===== config.mk =====
export PLATFORM = sky130hd
export DESIGN_NAME = dual_channel_moving_average
export DESIGN_NICKNAME = d
export VERILOG_FILES = /design/src/rtl/core/dcma_pkg.sv /design/src/rtl/core/dual_channel_moving_average.sv
export SDC_FILE = /design/constraint.sdc
export NUM_CORES = 1
export LEC_CHECK = 0
export ABC_AREA = 0
export BUFFER_PORTS_ARGS = -buffer_cell sky130_fd_sc_hd__buf_2
export CAP_MARGIN = 20
export CORE_AREA = 2 2 103 204
export DETAILED_ROUTE_END_ITERATION = 8
export DIE_AREA = 0 0 105 206
export PLACE_DENSITY = 0.66
export SLEW_MARGIN = 20
export SYNTH_ARGS = -nofsm -noshare
export SYNTH_HDL_FRONTEND = slang
export SYNTH_SLANG_ARGS = --single-unit
export TNS_END_PERCENT = 50

===== constraint.sdc =====
create_clock -name aclk -period 6.5 [get_ports aclk]
set_input_delay 0.325 -clock aclk [delete_from_list [all_inputs] [get_ports aclk]]
set_output_delay 0.325 -clock aclk [all_outputs]
set_load 0.01 [all_outputs]

===== src/rtl/core/dcma_pkg.sv =====
package dcma_pkg;

    // Default configuration of the filter
    localparam int TAPS_DEFAULT        = 8;
    localparam int SAMPLE_BITS_DEFAULT = 10;

    // Fixed widths of the stream fields
    localparam int SAMPLE_W = 10;
    localparam int AVG_W    = 10;
    localparam int SEL_W    = 3;
    localparam int S_DATA_W = 16;
    localparam int M_DATA_W = 24;

    // Word kinds carried on s_tuser
    localparam logic REQ_TRIGGER = 1'b0;
    localparam logic REQ_SAMPLE  = 1'b1;

    // Converter input selector codes
    localparam logic [SEL_W-1:0] SEL_NONE = 3'd0;
    localparam logic [SEL_W-1:0] SEL_VOLT = 3'd6;
    localparam logic [SEL_W-1:0] SEL_TEMP = 3'd7;

    // Channel index into the sample memory
    localparam logic CH_TEMP = 1'b0;
    localparam logic CH_VOLT = 1'b1;

    // Conversion sequencer
    typedef enum logic [2:0] {
        PH_IDLE = 3'b001,
        PH_TEMP = 3'b010,
        PH_VOLT = 3'b100
    } phase_t;

endpackage


===== src/rtl/core/dual_channel_moving_average.sv =====
// Channel | Ports                          | Contents of one word
// --------+--------------------------------+-------------------------------------------
// input   | s_tvalid s_tready s_tdata      | tuser: req_type; tdata: sample [9:0]
//         | s_tuser                        |
// result  | m_tvalid m_tready m_tdata      | tdata: temperature_avg [9:0],
//         |                                | voltage_avg [19:10], start_conversion [20],
//         |                                | input_select [23:21]
//
// One word per cycle while results are taken, one result word per input word;
// each word passes the memory read register, then the update into the output register.
// The rate is set by the single sample memory: one read port at accept, one
// write port at update; the two never touch the same entry for a sample word.
// Reset (aresetn low, synchronous) empties the pipeline, returns the sequencer
// to idle and clears position and totals; never-written ring entries read as zero
// through a lap flag, so no clearing pass is needed.
// A stalled result holds the update stage; input is still taken while that stage
// is free or draining.
module dual_channel_moving_average #(
    parameter int TAPS        = dcma_pkg::TAPS_DEFAULT,
    parameter int SAMPLE_BITS = dcma_pkg::SAMPLE_BITS_DEFAULT
) (
    input  logic                          aclk,
    input  logic                          aresetn,
    input  logic                          s_tvalid,
    output logic                          s_tready,
    input  logic [dcma_pkg::S_DATA_W-1:0] s_tdata,   // [9:0] sample, [15:10] zero
    input  logic                          s_tuser,   // [0] req_type
    output logic                          m_tvalid,
    input  logic                          m_tready,
    output logic [dcma_pkg::M_DATA_W-1:0] m_tdata    // [9:0] temperature_avg,
                                                     // [19:10] voltage_avg,
                                                     // [20] start_conversion,
                                                     // [23:21] input_select
);

    localparam int PW     = $clog2(TAPS);          // ring position bits
    localparam int AW     = PW + 1;                // channel bit on top
    localparam int DEPTH  = 2 ** AW;
    localparam int SB     = SAMPLE_BITS;
    localparam int TW     = SB + PW;               // running total bits
    localparam bit IS_POW2 = (TAPS & (TAPS - 1)) == 0;

    localparam logic [PW-1:0] POS_LAST = PW'(TAPS - 1);

    // ------------------------------------------------------------------
    // Accept stage: sequencer decision and memory read
    // ------------------------------------------------------------------
    dcma_pkg::phase_t phase_reg, phase_next;
    logic [PW-1:0]    pos_reg, pos_next;
    logic             lapped_reg, lapped_next;

    logic             s_accept;
    logic             acc_push;
    logic             acc_ch;
    logic             acc_start;
    logic [dcma_pkg::SEL_W-1:0] acc_sel;
    logic [SB-1:0]    acc_value;
    logic [AW-1:0]    acc_addr;

    // Update stage
    logic             s1_valid_reg;
    logic             s1_push_reg;
    logic             s1_ch_reg;
    logic             s1_lapped_reg;
    logic             s1_start_reg;
    logic [dcma_pkg::SEL_W-1:0] s1_sel_reg;
    logic [SB-1:0]    s1_value_reg;
    logic [AW-1:0]    s1_addr_reg;
    logic             s1_adv;

    // Sample memory: temperature ring in the lower half, voltage ring in the upper
    logic [SB-1:0]    ring_mem [DEPTH];
    logic [SB-1:0]    mem_q_reg;

    // Totals and output register
    logic [TW-1:0]    temp_total_reg;
    logic [TW-1:0]    volt_total_reg;
    logic [TW-1:0]    total_sel;
    logic [TW-1:0]    total_upd;
    logic [SB-1:0]    old_value;
    logic             m_valid_reg;
    logic             out_start_reg;
    logic [dcma_pkg::SEL_W-1:0] out_sel_reg;

    logic [SB-1:0]    temp_q;
    logic [SB-1:0]    volt_q;
    logic [dcma_pkg::AVG_W-1:0] temp_avg;
    logic [dcma_pkg::AVG_W-1:0] volt_avg;

    // Take the low SAMPLE_BITS of the converter word
    generate
        if (SB <= dcma_pkg::SAMPLE_W) begin : g_smp_cut
            assign acc_value = s_tdata[SB-1:0];
        end else begin : g_smp_ext
            assign acc_value = {{(SB - dcma_pkg::SAMPLE_W){1'b0}},
                                s_tdata[dcma_pkg::SAMPLE_W-1:0]};
        end
    endgenerate

    assign s1_adv   = s1_valid_reg && (!m_valid_reg || m_tready);
    assign s_tready = !s1_valid_reg || s1_adv;
    assign s_accept = s_tvalid && s_tready;

    // Sequencer: trigger starts temperature, temperature sample starts voltage,
    // voltage sample advances the ring and goes idle; anything else is dropped
    always_comb begin
        phase_next  = phase_reg;
        pos_next    = pos_reg;
        lapped_next = lapped_reg;
        acc_push    = 1'b0;
        acc_ch      = dcma_pkg::CH_TEMP;
        acc_start   = 1'b0;
        if (s_tuser == dcma_pkg::REQ_TRIGGER) begin
            if (phase_reg != dcma_pkg::PH_TEMP && phase_reg != dcma_pkg::PH_VOLT) begin
                phase_next = dcma_pkg::PH_TEMP;
                acc_start  = 1'b1;
            end
        end else begin
            case (phase_reg)
                dcma_pkg::PH_TEMP: begin
                    acc_push   = 1'b1;
                    acc_ch     = dcma_pkg::CH_TEMP;
                    acc_start  = 1'b1;
                    phase_next = dcma_pkg::PH_VOLT;
                end
                dcma_pkg::PH_VOLT: begin
                    acc_push   = 1'b1;
                    acc_ch     = dcma_pkg::CH_VOLT;
                    phase_next = dcma_pkg::PH_IDLE;
                    if (pos_reg == POS_LAST) begin
                        pos_next    = '0;
                        lapped_next = 1'b1;
                    end else begin
                        pos_next = pos_reg + PW'(1);
                    end
                end
                default: begin
                    phase_next = phase_reg;
                end
            endcase
        end
    end

    always_comb begin
        case (phase_next)
            dcma_pkg::PH_TEMP: acc_sel = dcma_pkg::SEL_TEMP;
            dcma_pkg::PH_VOLT: acc_sel = dcma_pkg::SEL_VOLT;
            default:           acc_sel = dcma_pkg::SEL_NONE;
        endcase
    end

    assign acc_addr = {acc_ch, pos_reg};

    always_ff @(posedge aclk) begin
        if (!aresetn) begin
            phase_reg  <= dcma_pkg::PH_IDLE;
            pos_reg    <= '0;
            lapped_reg <= 1'b0;
        end else if (s_accept) begin
            phase_reg  <= phase_next;
            pos_reg    <= pos_next;
            lapped_reg <= lapped_next;
        end
    end

    // Read the oldest entry of the channel while the word enters
    always_ff @(posedge aclk) begin
        if (s_accept) begin
            mem_q_reg <= ring_mem[acc_addr];
        end
        if (s1_adv && s1_push_reg) begin
            ring_mem[s1_addr_reg] <= s1_value_reg;
        end
    end

    always_ff @(posedge aclk) begin
        if (!aresetn) begin
            s1_valid_reg <= 1'b0;
        end else if (s_accept) begin
            s1_valid_reg <= 1'b1;
        end else if (s1_adv) begin
            s1_valid_reg <= 1'b0;
        end
    end

    always_ff @(posedge aclk) begin
        if (s_accept) begin
            s1_push_reg   <= acc_push;
            s1_ch_reg     <= acc_ch;
            s1_lapped_reg <= lapped_reg;
            s1_start_reg  <= acc_start;
            s1_sel_reg    <= acc_sel;
            s1_value_reg  <= acc_value;
            s1_addr_reg   <= acc_addr;
        end
    end

    // ------------------------------------------------------------------
    // Update stage: correct the running total, load the output register
    // ------------------------------------------------------------------
    // Before the first lap completes the read entry was never written: use zero
    assign old_value = s1_lapped_reg ? mem_q_reg : '0;
    assign total_sel = (s1_ch_reg == dcma_pkg::CH_VOLT) ? volt_total_reg : temp_total_reg;
    assign total_upd = total_sel - TW'(old_value) + TW'(s1_value_reg);

    always_ff @(posedge aclk) begin
        if (!aresetn) begin
            temp_total_reg <= '0;
            volt_total_reg <= '0;
        end else if (s1_adv && s1_push_reg) begin
            if (s1_ch_reg == dcma_pkg::CH_VOLT) begin
                volt_total_reg <= total_upd;
            end else begin
                temp_total_reg <= total_upd;
            end
        end
    end

    always_ff @(posedge aclk) begin
        if (!aresetn) begin
            m_valid_reg <= 1'b0;
        end else if (s1_adv) begin
            m_valid_reg <= 1'b1;
        end else if (m_tready) begin
            m_valid_reg <= 1'b0;
        end
    end

    always_ff @(posedge aclk) begin
        if (s1_adv) begin
            out_start_reg <= s1_start_reg;
            out_sel_reg   <= s1_sel_reg;
        end
    end

    // Totals only move when the output register loads, so the averages
    // are taken straight from them
    generate
        if (IS_POW2) begin : g_div_shift
            logic [TW-1:0] temp_sh;
            logic [TW-1:0] volt_sh;
            assign temp_sh = temp_total_reg >> PW;
            assign volt_sh = volt_total_reg >> PW;
            assign temp_q  = temp_sh[SB-1:0];
            assign volt_q  = volt_sh[SB-1:0];
        end else begin : g_div_recip
            // Multiply by the rounded-up reciprocal; exact for every TW-bit total
            localparam int          SH     = TW + PW;
            localparam logic [63:0] M_FULL = ((64'd1 << SH) + 64'(TAPS) - 64'd1) / 64'(TAPS);
            localparam logic [TW:0] RECIP  = M_FULL[TW:0];
            logic [2*TW:0] temp_prod;
            logic [2*TW:0] volt_prod;
            assign temp_prod = {{(TW + 1){1'b0}}, temp_total_reg} * {{TW{1'b0}}, RECIP};
            assign volt_prod = {{(TW + 1){1'b0}}, volt_total_reg} * {{TW{1'b0}}, RECIP};
            assign temp_q    = temp_prod[SH +: SB];
            assign volt_q    = volt_prod[SH +: SB];
        end
    endgenerate

    generate
        if (SB >= dcma_pkg::AVG_W) begin : g_avg_cut
            assign temp_avg = temp_q[dcma_pkg::AVG_W-1:0];
            assign volt_avg = volt_q[dcma_pkg::AVG_W-1:0];
        end else begin : g_avg_ext
            assign temp_avg = {{(dcma_pkg::AVG_W - SB){1'b0}}, temp_q};
            assign volt_avg = {{(dcma_pkg::AVG_W - SB){1'b0}}, volt_q};
        end
    endgenerate

    assign m_tvalid = m_valid_reg;
    assign m_tdata  = {out_sel_reg, out_start_reg, volt_avg, temp_avg};

    // ------------------------------------------------------------------
    // Checks
    // ------------------------------------------------------------------
    // The lap flag only sets as the ring position wraps to zero
    a_lap_on_wrap: assert property (@(posedge aclk) disable iff (!aresetn)
        $rose(lapped_reg) |-> pos_reg == '0)
        else $error("lap flag set without position wrap");

    // Read and write of the same entry never overlap for a sample word
    a_no_overlap: assert property (@(posedge aclk) disable iff (!aresetn)
        (s_accept && acc_push && s1_valid_reg && s1_push_reg) |-> acc_addr != s1_addr_reg)
        else $error("sample memory read and write hit one entry");

    // A temperature update always launches the voltage conversion
    a_temp_starts_volt: assert property (@(posedge aclk) disable iff (!aresetn)
        (s1_valid_reg && s1_push_reg && s1_ch_reg == dcma_pkg::CH_TEMP)
        |-> (s1_start_reg && s1_sel_reg == dcma_pkg::SEL_VOLT))
        else $error("temperature update did not start voltage conversion");

    // A started conversion always names a converter input
    a_start_has_sel: assert property (@(posedge aclk) disable iff (!aresetn)
        (m_valid_reg && out_start_reg) |-> out_sel_reg != dcma_pkg::SEL_NONE)
        else $error("conversion started with no input selected");

endmodule


==> flow_metrics.env <==
export IMPL_setup_viol=0
export IMPL_holdPathEnd="s1_value_reg[3]"
export IMPL_place_inst=897
export IMPL_io_buffers=40
export IMPL_finalCriticalPeriod_ns=3.75
export IMPL_cts_made_buffers=21
export IMPL_cts_hold_fix_buffers=8
export IMPL_ys_flop_type="edfxtp_1"
export IMPL_cts_tree="built"
export IMPL_totalWireLength_um=19000
export IMPL_p_leak_nw=3.69
export IMPL_arrival_ns=4.14
export IMPL_dpl_worst_slack_ns=2.72
export IMPL_fmax_mhz=267
export IMPL_io_pins=47
export IMPL_end_kind="register"
export IMPL_synthDistinctLibCells=51
export IMPL_post_cts_resize_count=0
export IMPL_syn_inst=630
export IMPL_hp_start="s_tdata[3]"
export IMPL_syn_num_nets=676
export IMPL_cts_root_buf="clkbuf_16"
export IMPL_ir_drop_mv=0.280
export IMPL_syn_area_sq_um=9820
export IMPL_htree_levels=1
export IMPL_status="finished, final reports clean"
export IMPL_synth_area_per_cell_sq_um=15.6
export IMPL_startpoint_type="register"
export IMPL_crit_fanout=15
export IMPL_gr_usage_all_layers_pct=18.1
export IMPL_cts_sink_count=227
export IMPL_n_antenna_cell=0
export IMPL_rsz0062_at_grt="no"
export IMPL_drive_gt1_share_pct=19.5
export IMPL_clock_path_buffers=3
export IMPL_drc=0
export IMPL_clock_skew_ns=0.0125
export IMPL_cts_setup_buffers=0
export IMPL_fp_dieH_um=206
export IMPL_postLayoutCoreUtil_pct=53.8
export IMPL_p_int_mw=2.33
export IMPL_grt_pass1_wl_um=30100
export IMPL_first_pass_iters=4
export IMPL_slew_headroom_pct=28.0
export IMPL_seq_area_frac_synth_pct=65.8
export IMPL_drtAntennaViolNets=0
export IMPL_grt_max_degree=45
export IMPL_worstMarginPinSlew_ns=1.08
export IMPL_core_area_sq_um=20200
export IMPL_nFillCells=1690
export IMPL_grt_overflow_total=0
export IMPL_finalNonFillerCells=943
export IMPL_power_density_nw_per_um2=273
export IMPL_min_path_cells=1
export IMPL_die_area_sq_um=21600
export IMPL_swShare_pct=21.4
export IMPL_r2r_start="s1_ch_reg"
export IMPL_period_share_pct=57.7
export IMPL_synthArstFlopShare_pct=0
export IMPL_ys_warnings_count=0
export IMPL_finalSetupTns_ns=0
export IMPL_finalHoldViolations=0
export IMPL_p_sw_uw=635
export IMPL_drtIter0Drc=281
export IMPL_fin_nets=708
export IMPL_grt_pass1_vias=5434
export IMPL_syn2layout_area_growth_pct=10.6
export IMPL_dp_hpwl_um=12500
export IMPL_avgRoutedWirePerCell_um=20.1
export IMPL_gp_congestion=0.828
export IMPL_path_clk_slew_ns=0.06
export IMPL_insertion_delay_ns=0.50
export IMPL_fin_ws_ns=2.75
export IMPL_synth_edff_count=192
export IMPL_hold_ws_ns=0.0127
export IMPL_num_vias=5276
export IMPL_die_w_um=105
export IMPL_max_cap_viol_count=0
export IMPL_synth_seq_cells=227
export IMPL_start_util_pct=48.7
export IMPL_largest_reg_flops=160
export IMPL_rrSetupSlack_ns=2.75
export IMPL_antenna_found_initial=0
export IMPL_rr_worst_depth=10
export IMPL_worstSetupPathType="register to register"
export IMPL_cp_data_required_time_ns=6.89
export IMPL_power_frac_comb_pct=5.5
export IMPL_p_clk_share_pct=39.8
export IMPL_r2r_end="temp_total_reg[12]"
export IMPL_drv_slew=0
export IMPL_p_seq_share_pct=54.7
export IMPL_fp_row_count=74
export IMPL_vias_per_cell=5.59
export IMPL_hold_class="input port to register"
-- logic make-up (layout without fill, tap and decap cells) --
family	count (synthesis)	count (layout)	share of synthesized area, %
compound gates	78	78	5.16
xor+xnor	3	3	0.268
mux	65	65	13.0
flops	227	227	65.8
simple gates	143	143	7.19
buf+inv	89	136	4.60
fa+ha+maj	25	25	3.95
-- metal layers --
metal	up-vias	track usage [%]	share of wire (%)
met4	0	5.24	1.9
met1	2692	23.2	42
met5	-	0	0
met2	107	32.5	53
met3	28	2.30	3.5
li1	2449	-	-
-- worst max path at each step --
stage,start,end,slack (ns),cells after the start
floorplan,s1_ch_reg,volt_total_reg[11],3.03,12
global placement,s1_ch_reg,volt_total_reg[12],2.79,10
detailed placement,s1_ch_reg,volt_total_reg[12],2.72,10
CTS,s1_ch_reg,volt_total_reg[12],2.70,10
global route,s1_ch_reg,volt_total_reg[12],2.47,10
finish,s1_ch_reg,temp_total_reg[12],2.75,10
-- cell type report --
class / count / area, sq um / area share [%]
clock buffer: 25 / 541 / 4.98
inverter: 40 / 150 / 1.38
tap: 266 / 333 / 3.06
sequential: 227 / 6470 / 59.5
clock inverter: 13 / 110 / 1.01
multi-input combinational: 314 / 2910 / 26.7
timing repair buffer: 58 / 355 / 3.27
-- placed cells by master (no fill, tap or decap), types with 5 or more instances in the layout --
cell,Yosys,final
and4_1,5,5
or3_1,6,6
mux2i_1,15,15
mux4_2,50,50
buf_4,22,10
a21oi_1,30,30
nor3_1,6,6
dlygate4sd3_1,0,8
clkinv_1,2,9
dfxtp_1,35,33
o311ai_0,5,5
edfxtp_1,192,192
and2_1,13,13
o21ai_0,10,10
clkbuf_16,0,21
nand2b_1,8,8
inv_1,38,38
nor2_1,33,32
nand2_1,37,37
ha_1,15,15
fa_1,10,10
buf_2,4,40
nand3_1,22,22
-- power by group through the flow --
stage                     clock, mW  combinational (mW)  sequential, mW
after floorplan                   0               0.123            1.64
after global placement            0               0.154            1.65
after detailed placement          0               0.157            1.66
after CTS                      1.20               0.162            1.62
after global routing           1.26               0.184            1.63
final                          1.18               0.163            1.62
-- synth_stat cells (6+ instances only) --
| library cell | number | area, sq um |
|---|---|---|
| edfxtp_1 | 192 | 5770 |
| mux4_2 | 50 | 1130 |
| inv_1 | 38 | 143 |
| nand2_1 | 37 | 139 |
| dfxtp_1 | 35 | 701 |
| nor2_1 | 33 | 124 |
| a21oi_1 | 30 | 150 |
| buf_4 | 22 | 165 |
| nand3_1 | 22 | 110 |
| ha_1 | 15 | 188 |
| mux2i_1 | 15 | 150 |
| clkbuf_1 | 14 | 52.6 |
| and2_1 | 13 | 81.3 |
| fa_1 | 10 | 200 |
| o21ai_0 | 10 | 50.1 |
| nand2b_1 | 8 | 50.1 |
| nor3_1 | 6 | 30.0 |
| or3_1 | 6 | 37.5 |
-- stage by stage --
stage                     total power, mW  instance area, sq um
final                                2.97                 10900
after global routing                 3.07                 10900
after CTS                            2.99                 10900
after detailed placement             1.81                 10100
after global placement               1.81                 10100
after floorplan                      1.77                  9820
-- worst max-delay path, stage by stage, from the launching register on --
cell,delay (ns)
edfxtp_1,0.75
buf_4,0.35
mux2i_1,0.35
fa_1,0.46
inv_1,0.06
ha_1,0.28
a21oi_1,0.47
nor3b_1,0.11
o31ai_1,0.30
a31oi_1,0.17
o41ai_1,0.33
Power figures use the tool's default switching activity.
